--- src/rtl/core/kmsp_pkg.sv ---
// ----------------------------------------------------------------------------
// kmsp_pkg
// types, codes and the host key table of the keyboard matrix scan port
// ----------------------------------------------------------------------------
package kmsp_pkg;

    typedef enum logic [1:0] {
        REQ_KEY   = 2'd0,
        REQ_WRITE = 2'd1,
        REQ_READ  = 2'd2
    } req_type_t;

    localparam logic PORT_A = 1'b0;
    localparam logic PORT_B = 1'b1;

    localparam logic [7:0] KEY_UP_CODE    = 8'h26;
    localparam logic [7:0] KEY_LEFT_CODE  = 8'h25;
    localparam logic [7:0] KEY_SEVEN_CODE = 8'h37;

    localparam logic [7:0] LATCH_RESET = 8'hFF;

    // bit {row, col} is the key at that row and column
    typedef logic [63:0] matrix_t;

    typedef struct packed {
        logic [1:0] req_type;
        logic [7:0] host_key;
        logic       key_down;
        logic       shift_held;
        logic       port_select;
        logic [7:0] write_value;
    } item_t;

    typedef struct packed {
        logic    apply;
        logic    down;
        matrix_t mask;
    } key_cmd_t;

    function automatic matrix_t key_bit(input logic [2:0] row, input logic [2:0] col);
        matrix_t m;
        m = '0;
        m[{row, col}] = 1'b1;
        return m;
    endfunction

    // host key code to matrix position, zero for unknown codes
    function automatic matrix_t key_lookup(input logic [7:0] code, input logic shift);
        matrix_t m;
        m = '0;
        case (code)
            KEY_UP_CODE:    m = key_bit(3'd1, 3'd7) | key_bit(3'd0, 3'd7);
            KEY_LEFT_CODE:  m = key_bit(3'd1, 3'd7) | key_bit(3'd0, 3'd2);
            KEY_SEVEN_CODE: m = shift ? key_bit(3'd6, 3'd7) : key_bit(3'd3, 3'd0);
            8'h13: m = key_bit(3'd7, 3'd7);
            8'hBC: m = key_bit(3'd5, 3'd7);
            8'h4E: m = key_bit(3'd4, 3'd7);
            8'h56: m = key_bit(3'd3, 3'd7);
            8'h58: m = key_bit(3'd2, 3'd7);
            8'hA0: m = key_bit(3'd1, 3'd7);
            8'h28: m = key_bit(3'd0, 3'd7);
            8'h51: m = key_bit(3'd7, 3'd6);
            8'hDC: m = key_bit(3'd6, 3'd6);
            8'h40: m = key_bit(3'd5, 3'd6);
            8'h4F: m = key_bit(3'd4, 3'd6);
            8'h55: m = key_bit(3'd3, 3'd6);
            8'h54: m = key_bit(3'd2, 3'd6);
            8'h45: m = key_bit(3'd1, 3'd6);
            8'h74: m = key_bit(3'd0, 3'd6);
            8'h5C: m = key_bit(3'd7, 3'd5);
            8'h5B: m = key_bit(3'd7, 3'd5);
            8'h3D: m = key_bit(3'd6, 3'd5);
            8'h3A: m = key_bit(3'd5, 3'd5);
            8'h4B: m = key_bit(3'd4, 3'd5);
            8'h48: m = key_bit(3'd3, 3'd5);
            8'h46: m = key_bit(3'd2, 3'd5);
            8'h53: m = key_bit(3'd1, 3'd5);
            8'h72: m = key_bit(3'd0, 3'd5);
            8'h20: m = key_bit(3'd7, 3'd4);
            8'hA1: m = key_bit(3'd6, 3'd4);
            8'hBE: m = key_bit(3'd5, 3'd4);
            8'h4D: m = key_bit(3'd4, 3'd4);
            8'h42: m = key_bit(3'd3, 3'd4);
            8'h43: m = key_bit(3'd2, 3'd4);
            8'h5A: m = key_bit(3'd1, 3'd4);
            8'h70: m = key_bit(3'd0, 3'd4);
            8'h32: m = key_bit(3'd7, 3'd3);
            8'h24: m = key_bit(3'd6, 3'd3);
            8'hBD: m = key_bit(3'd5, 3'd3);
            8'h30: m = key_bit(3'd4, 3'd3);
            8'h38: m = key_bit(3'd3, 3'd3);
            8'h36: m = key_bit(3'd2, 3'd3);
            8'h34: m = key_bit(3'd1, 3'd3);
            8'h76: m = key_bit(3'd0, 3'd3);
            8'h11: m = key_bit(3'd7, 3'd2);
            8'h3B: m = key_bit(3'd6, 3'd2);
            8'h4C: m = key_bit(3'd5, 3'd2);
            8'h4A: m = key_bit(3'd4, 3'd2);
            8'h47: m = key_bit(3'd3, 3'd2);
            8'h44: m = key_bit(3'd2, 3'd2);
            8'h41: m = key_bit(3'd1, 3'd2);
            8'h27: m = key_bit(3'd0, 3'd2);
            8'h2A: m = key_bit(3'd6, 3'd1);
            8'h50: m = key_bit(3'd5, 3'd1);
            8'h49: m = key_bit(3'd4, 3'd1);
            8'h59: m = key_bit(3'd3, 3'd1);
            8'h52: m = key_bit(3'd2, 3'd1);
            8'h57: m = key_bit(3'd1, 3'd1);
            8'h0D: m = key_bit(3'd0, 3'd1);
            8'h31: m = key_bit(3'd7, 3'd0);
            8'hBB: m = key_bit(3'd5, 3'd0);
            8'h39: m = key_bit(3'd4, 3'd0);
            8'h35: m = key_bit(3'd2, 3'd0);
            8'h33: m = key_bit(3'd1, 3'd0);
            8'h2E: m = key_bit(3'd0, 3'd0);
            default: m = '0;
        endcase
        return m;
    endfunction

endpackage

--- src/rtl/core/kmsp_keymap.sv ---
// ----------------------------------------------------------------------------
// kmsp_keymap
// turns a key event beat into a set or clear command on the matrix
// ----------------------------------------------------------------------------
module kmsp_keymap (
    input  kmsp_pkg::item_t    item,
    input  logic               fire,
    output kmsp_pkg::key_cmd_t cmd
);
    import kmsp_pkg::*;

    always_comb begin
        cmd.apply = fire && (item.req_type == REQ_KEY);
        cmd.down  = item.key_down;
        cmd.mask  = key_lookup(item.host_key, item.shift_held);
    end

endmodule

--- src/rtl/core/kmsp_state.sv ---
// ----------------------------------------------------------------------------
// kmsp_state
// key matrix and port latches, with the active-low port read logic
// ----------------------------------------------------------------------------
module kmsp_state (
    input  logic               aclk,
    input  logic               aresetn,
    input  kmsp_pkg::item_t    item,
    input  logic               fire,
    input  kmsp_pkg::key_cmd_t cmd,
    output logic [7:0]         read_value
);
    import kmsp_pkg::*;

    matrix_t    rows_reg, rows_next;
    logic [7:0] pa_reg, pa_next;
    logic [7:0] pb_reg, pb_next;
    logic [7:0] acc_a, acc_b;

    always_comb begin
        rows_next = rows_reg;
        pa_next   = pa_reg;
        pb_next   = pb_reg;
        if (cmd.apply) begin
            rows_next = cmd.down ? (rows_reg | cmd.mask) : (rows_reg & ~cmd.mask);
        end
        if (fire && item.req_type == REQ_WRITE) begin
            if (item.port_select == PORT_A) begin
                pa_next = item.write_value;
            end else begin
                pb_next = item.write_value;
            end
        end
    end

    always_ff @(posedge aclk) begin
        if (!aresetn) begin
            rows_reg <= '0;
            pa_reg   <= LATCH_RESET;
            pb_reg   <= LATCH_RESET;
        end else begin
            rows_reg <= rows_next;
            pa_reg   <= pa_next;
            pb_reg   <= pb_next;
        end
    end

    always_comb begin
        acc_b = '0;
        for (int r = 0; r < 8; r++) begin
            acc_a[r] = |(rows_reg[r*8 +: 8] & ~pb_reg);
            if (!pa_reg[r]) begin
                acc_b = acc_b | rows_reg[r*8 +: 8];
            end
        end
        read_value = (item.port_select == PORT_A) ? ~acc_a : ~acc_b;
    end

endmodule

--- src/rtl/core/keyboard_matrix_scan_port.sv ---
// ----------------------------------------------------------------------------
// keyboard_matrix_scan_port
// 8x8 key matrix with two port latches, scanned through port reads
// ----------------------------------------------------------------------------
// usage
//   s_ channel: one request beat (key event, port write or port read)
//   m_ channel: one read_value beat for each port read, none for other kinds
//   a beat is registered, then applied to the matrix and latches once it fires
//   from the input register; a read's byte enters the output register at that edge
//   throughput: one beat per cycle while no read is stalled, set by the single
//   input register feeding the state update and read logic
//   reset clears the matrix, sets both latches to 0xff and drops m_valid
//   while m_ready is low with a result waiting, key events and writes still
//   pass; a read holds in the input register and s_ready drops behind it
// ----------------------------------------------------------------------------
module keyboard_matrix_scan_port (
    input  logic       aclk,
    input  logic       aresetn,
    input  logic       s_valid,
    output logic       s_ready,
    input  logic [1:0] s_req_type,
    input  logic [7:0] s_host_key,
    input  logic       s_key_down,
    input  logic       s_shift_held,
    input  logic       s_port_select,
    input  logic [7:0] s_write_value,
    output logic       m_valid,
    input  logic       m_ready,
    output logic [7:0] m_read_value
);
    import kmsp_pkg::*;

    item_t      item_reg;
    logic       in_valid_reg;
    logic       out_valid_reg;
    logic [7:0] out_data_reg;
    logic       is_read;
    logic       fire;
    logic       out_free;
    key_cmd_t   cmd;
    logic [7:0] read_value;

    assign is_read  = item_reg.req_type == REQ_READ;
    assign out_free = !out_valid_reg || m_ready;
    assign fire     = in_valid_reg && (!is_read || out_free);
    assign s_ready  = !in_valid_reg || fire;

    kmsp_keymap u_keymap (
        .item (item_reg),
        .fire (fire),
        .cmd  (cmd)
    );

    kmsp_state u_state (
        .aclk       (aclk),
        .aresetn    (aresetn),
        .item       (item_reg),
        .fire       (fire),
        .cmd        (cmd),
        .read_value (read_value)
    );

    always_ff @(posedge aclk) begin
        if (!aresetn) begin
            in_valid_reg  <= 1'b0;
            out_valid_reg <= 1'b0;
        end else begin
            if (s_ready) begin
                in_valid_reg <= s_valid;
            end
            if (fire && is_read) begin
                out_valid_reg <= 1'b1;
            end else if (m_ready) begin
                out_valid_reg <= 1'b0;
            end
        end
    end

    always_ff @(posedge aclk) begin
        if (s_ready && s_valid) begin
            item_reg <= '{req_type: s_req_type, host_key: s_host_key,
                          key_down: s_key_down, shift_held: s_shift_held,
                          port_select: s_port_select, write_value: s_write_value};
        end
        if (fire && is_read) begin
            out_data_reg <= read_value;
        end
    end

    assign m_valid      = out_valid_reg;
    assign m_read_value = out_data_reg;

endmodule

--- config.mk ---
export PLATFORM = sky130hd
export DESIGN_NAME = keyboard_matrix_scan_port
export DESIGN_NICKNAME = d
export VERILOG_FILES = /design/src/rtl/core/kmsp_pkg.sv /design/src/rtl/core/kmsp_keymap.sv /design/src/rtl/core/kmsp_state.sv /design/src/rtl/core/keyboard_matrix_scan_port.sv
export SDC_FILE = /design/constraint.sdc
export NUM_CORES = 1
export LEC_CHECK = 0
export BUFFER_PORTS_ARGS = -buffer_cell sky130_fd_sc_hd__buf_2
export CORE_MARGIN = 2
export CORE_UTILIZATION = 60
export DETAILED_ROUTE_END_ITERATION = 6
export PLACE_DENSITY = 0.79
export SETUP_SLACK_MARGIN = 0.15
export SYNTH_ARGS = -nofsm -noshare
export SYNTH_HDL_FRONTEND = slang
export SYNTH_SLANG_ARGS = --single-unit
--- constraint.sdc ---
create_clock -name aclk -period 3.8 [get_ports aclk]
set_input_delay 0.57 -clock aclk [delete_from_list [all_inputs] [get_ports aclk]]
set_output_delay 0.57 -clock aclk [all_outputs]
set_load 0.005 [all_outputs]
==> results of run 1 <==
==> stage by stage <==
| step | utilization, % | setup slack [ps] | instance area, sq um | hold slack [ps] |
|---|---|---|---|---|
| global placement | 65.0 | 1520 | 5080 | 483 |
| global route | 67.4 | 1130 | 5260 | 355 |
| floorplan | - | 1680 | 4900 | 443 |
| CTS | 67.4 | 1360 | 5260 | 359 |
| finish | 67.4 | 1320 | 5260 | 367 |
| detailed placement | 65.0 | 1340 | 5080 | 497 |
==> cell type report <==
class | count | area [sq um] | area share, %
clock buffer | 9 | 124 | 2.35
clock inverter | 7 | 60.1 | 1.14
inverter | 25 | 93.8 | 1.78
multi-input combinational | 301 | 2190 | 41.7
sequential | 109 | 2470 | 47.0
tap | 102 | 128 | 2.43
timing repair buffer | 37 | 193 | 3.66
==> final timing paths <==
check | cells past startpoint | to | slack, ps | startpoint
worst min register to register | 2 | u_state.pa_reg[2]$_SDFFE_PN1P_ | 510 | item_reg[2]$_DFFE_PP_
worst max register to register | 4 | flop | 1320 | item_reg[20]$_DFFE_PP_
worst min-delay path | 1 | item_reg[3]$_DFFE_PP_ | 370 | s_write_value[3]
worst max-delay path | 4 | flop | 1320 | item_reg[20]$_DFFE_PP_
==> worst max-delay path, stage by stage (launching register included) <==
cell      delay [ps]
edfxtp_1         530
nor4b_4          370
nand3_1          800
o211ai_1         510
o31ai_1          120
==> power breakdown <==
part	switching, mW	internal (mW)
logic	0.0727	0.0323
clock network	0.397	0.248
registers	0.0234	1.21
==> cell families after synthesis <==
| logic type | count (synthesis) | synth area share [%] |
|---|---|---|
| muxes | 6 | 1.23 |
| AOI/OAI and AO/OA | 202 | 32.3 |
| and+or+nand+nor | 93 | 11.2 |
| buffers and inverters | 55 | 4.78 |
| DFF | 109 | 50.5 |
==> synthesized netlist by cell type, drive strengths merged <==
master	n
o211ai	68
inv	21
o2111ai	2
o2bb2ai	2
a222oi	12
nand2	32
o211a	1
or3b	1
a2111o	1
clkinv	4
a221o	2
nand4	5
o21a	1
nor4b	3
edfxtp	29
o21ai	1
nor2	7
and4bb	1
a2111oi	9
nand3b	2
dfxtp	80
a21boi	1
a31o	2
nand2b	5
o311ai	4
nor4	2
a22oi	6
clkbuf	18
nand4bb	1
nor3b	1
nand3	10
o41ai	4
a21oi	7
a21o	4
and3	1
buf	12
o22ai	4
mux2i	6
a22o	15
nand4b	2
nor2b	20
a221oi	2
o31ai	54
==> routing by layer <==
layer / part of all wire [%] / vias to the layer above / GRT usage (%) / wire, um
li1: - / 1917 / - / -
met1: 41 / 2000 / 43.3 / 5570
met2: 45 / 237 / 49.6 / 6110
met3: 11 / 51 / 7.50 / 1460
met4: 3.6 / 0 / 11.0 / 485
met5: 0 / - / 0 / 0
==> flow_summary_export.csv, run 1 <==
group,metric,value,unit
timing,tns,0,ps
timing,slew_headroom,26.6,%
finish,most-common-layout-cells,"80 x dfxtp_1, 68 x o211ai_1, 54 x o31ai_1, 34 x buf_2, 32 x nand2_1",
global_routing,overflow,0,
die,coreArea,7810,sq um
pwr,ir_drop,0.313,mV
die,die_width,94.3,um
global_routing,grtUsageTotal,31.7,%
timing,clock_skew,13.7,ps
pwr,design_power_total,1.99,mW
clock_tree,path_clk_slew,100,ps
finish,drive_gt1_share,12.3,%
status,status,"complete, no violations",
drt,postRouteAntennaNets,0,
synth,netlist.area_leader.share,32.7,%
clock_tree,cts_max_level,3,
synth,synth_area,4900,sq um
placed_design,place_hpwl,10.0,mm
clock_tree,tritoncts,"yes",
die,start_util,62.7,%
critical_path,start_kind,"flop",
synth,syn_avg_cell_area,10.5,sq um
synth,ys_types,47,
placed_design,portBuffers,34,
finish,nNetsFinal,508,
hold_path,hp-class,"primary input to flop",
finish,layout_commonest_cell,"dfxtp_1",
placed_design,gp_congestion,1.05,
die,rows,32,
die,io-pin-count,35,
die,die_y,94.3,um
timing,fmax,0.404,GHz
critical_path,critical_path_required,4030,ps
finish,syn2layout_area_growth,7.49,%
drt,wl_per_cell,23.1,um
finish,antenna_cells,0,
critical_path,cp.arrival,2710,ps
pwr,pwr_density_cell,377,nW/um^2
global_routing,grt_pass1_vias,3814,
clock_tree,post_cts_resize_count,0,
flow_run,max_cap_violations,0,
clock_tree,cts_num_sinks,109,
synth,ys_seq_area_share,50.5,%
synth,synthesis.nets,490,
global_routing,grt_max_degree,81,
drt,drc_errors,0,
synth,synth.area.top_cells,"dfxtp_1 33%, edfxtp_1 18%, o211ai_1 10%",
timing,final-hold-violation-count,0,
critical_path,cp_max_fo,32,
timing,slew_violations,0,
clock_tree,post-cts-setup-buffers,0,
placed_design,dp.cells,574,
finish,fillCellCount,604,
global_routing,antenna_found_initial,0,
timing,period_share,65.2,%
critical_path,end_kind,"flop",
critical_path,path_class,"flop to flop",
synth,synthCells,465,
clock_tree,clockBufferDepth,2,
timing,finalSetupViolCount,0,
timing,grt_setup_unrepaired,"no",
clock_tree,clk_latency,380,ps
drt,vias,4205,
synth,synth-seq-cells,109,
synth,yosysWarnings,0,
pwr,p_leak,1.75,nW
clock_tree,ctsRootBufferMaster,"clkbuf_8",
drt,finalWirelength,13.6,mm
timing,final.min_clock_period,2480,ps
die,die-area,8900,sq um
global_routing,grt_pass1_wl,21.2,mm
drt,drt-pass1-iter-count,7,
clock_tree,numCtsBuffers,9,
synth,synth_top_cell_by_area,"dfxtp_1",
clock_tree,holdBufCountCts,0,
timing,worst_pin_slew,1100,ps
drt,drt_iter0_markers,581,
drt,viasPerCell,7.13,
finish,layout.cells.non_filler,590,
(Power assumes the default switching activity.)
==> run 2: changes to the inputs <==
ABC_AREA = 1   (was not set)
CORE_UTILIZATION = 54   (was 60)
PLACE_DENSITY = 0.75   (was 0.79)
clock period = 2.23 ns   (was 3.8 ns; I/O delays follow)
==> flow_summary_export.csv, run 2 <==
group,metric,value,unit
drt,viasPerCell,5.78,
finish,syn2layout_area_growth,8.30,%
synth,yosysWarnings,0,
hold_path,hold_start,"s_key_down",
pwr,ir_drop,0.579,mV
die,coreArea,9280,sq um
finish,regArea,2470,sq um
die,die-area,10400,sq um
synth,synthTopCellsByCount,"97 x nand2_1, 85 x inv_1, 84 x nor2_1, 82 x nand3_1, 80 x dfxtp_1",
synth,async_flop_share,0,%
synth,ys_seq_area_share,47.8,%
die,io-pin-count,35,
critical_path,rr_startpoint,"item_reg[14]$_DFFE_PP_",
flow_run,max_cap_violations,0,
timing,tns,0,ps
die,die_width,102,um
hold_path,hp-class,"primary input to flop",
drt,wl_per_cell,18.2,um
synth,yosysMostFrequentCell,"nand2_1",
die,start_util,55.7,%
critical_path,start_kind,"flop",
drt,vias,4864,
timing,slew_violations,0,
clock_tree,ctsRootBufferMaster,"clkbuf_8",
hold_path,hold_depth,1,
pwr,intPower,2.54,mW
critical_path,cp.arrival,1620,ps
placed_design,gp_congestion,1.00,
clock_tree,clockBufferDepth,2,
pwr,p_sw,868,uW
synth,netlist.area_leader.share,31.0,%
synth,ys.flop_type,"dfxtp_1",
clock_tree,path_clk_slew,110,ps
synth,ys_types,32,
critical_path,end_kind,"primary output",
timing,slew_headroom,47.2,%
global_routing,grt_pass1_wl,24.0,mm
pwr,p_clk_share,31.6,%
finish,nNetsFinal,732,
placed_design,post_dp_cell_area,5420,sq um
clock_tree,numCtsBuffers,9,
finish,layout_commonest_cell,"nand2_1",
synth,synthCells,685,
synth,synthesis.nets,710,
synth,synth-edff-count,29,
finish,drive_gt1_share,9.83,%
pwr,p_seq_share,61.8,%
timing,clock_skew,17.8,ps
drt,drc_errors,0,
clock_tree,tritoncts,"yes",
pwr,design_power_total,3.41,mW
timing,final.min_clock_period,1960,ps
pwr,combPwrFrac,6.6,%
die,rows,35,
global_routing,antenna_found_initial,0,
finish,antenna_cells,0,
timing,worst_pin_slew,793,ps
timing,grt_setup_unrepaired,"yes",
critical_path,critical_path_required,1900,ps
finish,multi_input_area,2180,sq um
critical_path,setup.worst_path.start,"item_reg[19]$_DFFE_PP_",
global_routing,overflow,0,
critical_path,rr_worst_depth,7,
global_routing,grt_pass1_vias,4378,
pwr,p_leak,2.13,nW
timing,period_share,87.8,%
status,status,"complete, no violations",
synth,synth.area.top_cells,"dfxtp_1 31%, edfxtp_1 17%, nand3_1 7.9%",
drt,drt_iter0_markers,494,
global_routing,grt_max_degree,65,
drt,finalWirelength,15.3,mm
critical_path,path_class,"flop to primary output",
clock_tree,cts_num_sinks,109,
placed_design,portBuffers,34,
timing,fmax,0.511,GHz
synth,syn_avg_cell_area,7.55,sq um
finish,most-common-layout-cells,"97 x nand2_1, 85 x inv_1, 84 x nor2_1, 82 x nand3_1, 80 x dfxtp_1",
clock_tree,clk_latency,390,ps
finish,fin_util,60.3,%
synth,synth_area,5170,sq um
clock_tree,cts_max_level,3,
timing,final-hold-violation-count,0,
finish,fin_area,5600,sq um
pwr,switching_share,25.5,%
global_routing,grtUsageTotal,31.2,%
pwr,pwr_density_cell,609,nW/um^2
finish,fillCellCount,878,
critical_path,cp_max_fo,4,
placed_design,place_hpwl,11.4,mm
drt,postRouteAntennaNets,0,
synth,synth-seq-cells,109,
timing,finalSetupViolCount,0,
die,die_y,102,um
drt,drt-pass1-iter-count,5,
synth,synth_top_cell_by_area,"dfxtp_1",
## run 2: cell types whose count changed in the layout (fill, tap and decap cells not counted), sizes merged, moves of 12 or more
| cell | delta |
|---|---|
| a222oi | -12 |
| nand2 | +66 |
| inv | +64 |
| nor2 | +79 |
| o21ai | +51 |
| o31ai | -54 |
| nor2b | -20 |
| nand3 | +72 |
| o211ai | -65 |
| o22ai | +35 |
| a21oi | +66 |
| a22o | -15 |
## run 2: routing by layer
layer / routed length (um) / part of all wire, % / global-route usage, %
met4: 529 / 3.5 / 11.6
met1: 6640 / 43 / 44.3
met2: 6700 / 44 / 46.1
met3: 1440 / 9.4 / 7.87
met5: 0 / 0 / 0
## run 2: metrics by stage
stage / hold slack [ps] / std cells / worst slack, ps
floorplan: 433 / 685 / 173
global placement: 459 / 825 / 274
detailed placement: 467 / 825 / 202
CTS: 109 / 841 / 191
global route: 94.4 / 841 / 92.2
finish: 113 / 841 / 273
## run 2: critical path: stages, from the launching register on
cell      delay [ps]
edfxtp_1         480
nor3_1           480
nand2_1          130
buf_2            160
## run 2: repair_timing
action	in CTS	in global routing
gates resized for setup	0	2
hold buffers	0	0
setup endpoints to repair	0	22
setup buffers	0	0
## run 2: area by class of cell
type,instances,share of cell area (%)
Sequential cell,109,44.2
Multi-Input combinational cell,453,39.0
Inverter,88,5.90
Timing Repair Buffer,46,5.10
Tap cell,129,2.88
Clock buffer,10,2.28
Clock inverter,6,0.715
## run 2: worst paths after layout
kind	endpoint	slack [ps]
worst max register to register	flop	480
worst min register to register	flop	480
worst min-delay path	item_reg[10]$_DFFE_PP_	110
worst max-delay path	s_ready	270
## run 2: kinds of logic after synthesis
kind of cell | count (synthesis) | synth area share, %
AOI/OAI and AO/OA | 172 | 18.0
and+or+nand+nor | 281 | 23.7
DFF | 109 | 47.8
buffers and inverters | 123 | 10.4
## run 2: power by group through the flow
stage	clock network [mW]	registers (mW)	logic (mW)
finish	1.08	2.11	0.224
global route	1.17	2.11	0.248
CTS	1.09	2.11	0.218
detailed placement	0	2.15	0.218
global placement	0	2.15	0.214
floorplan	0	2.13	0.153
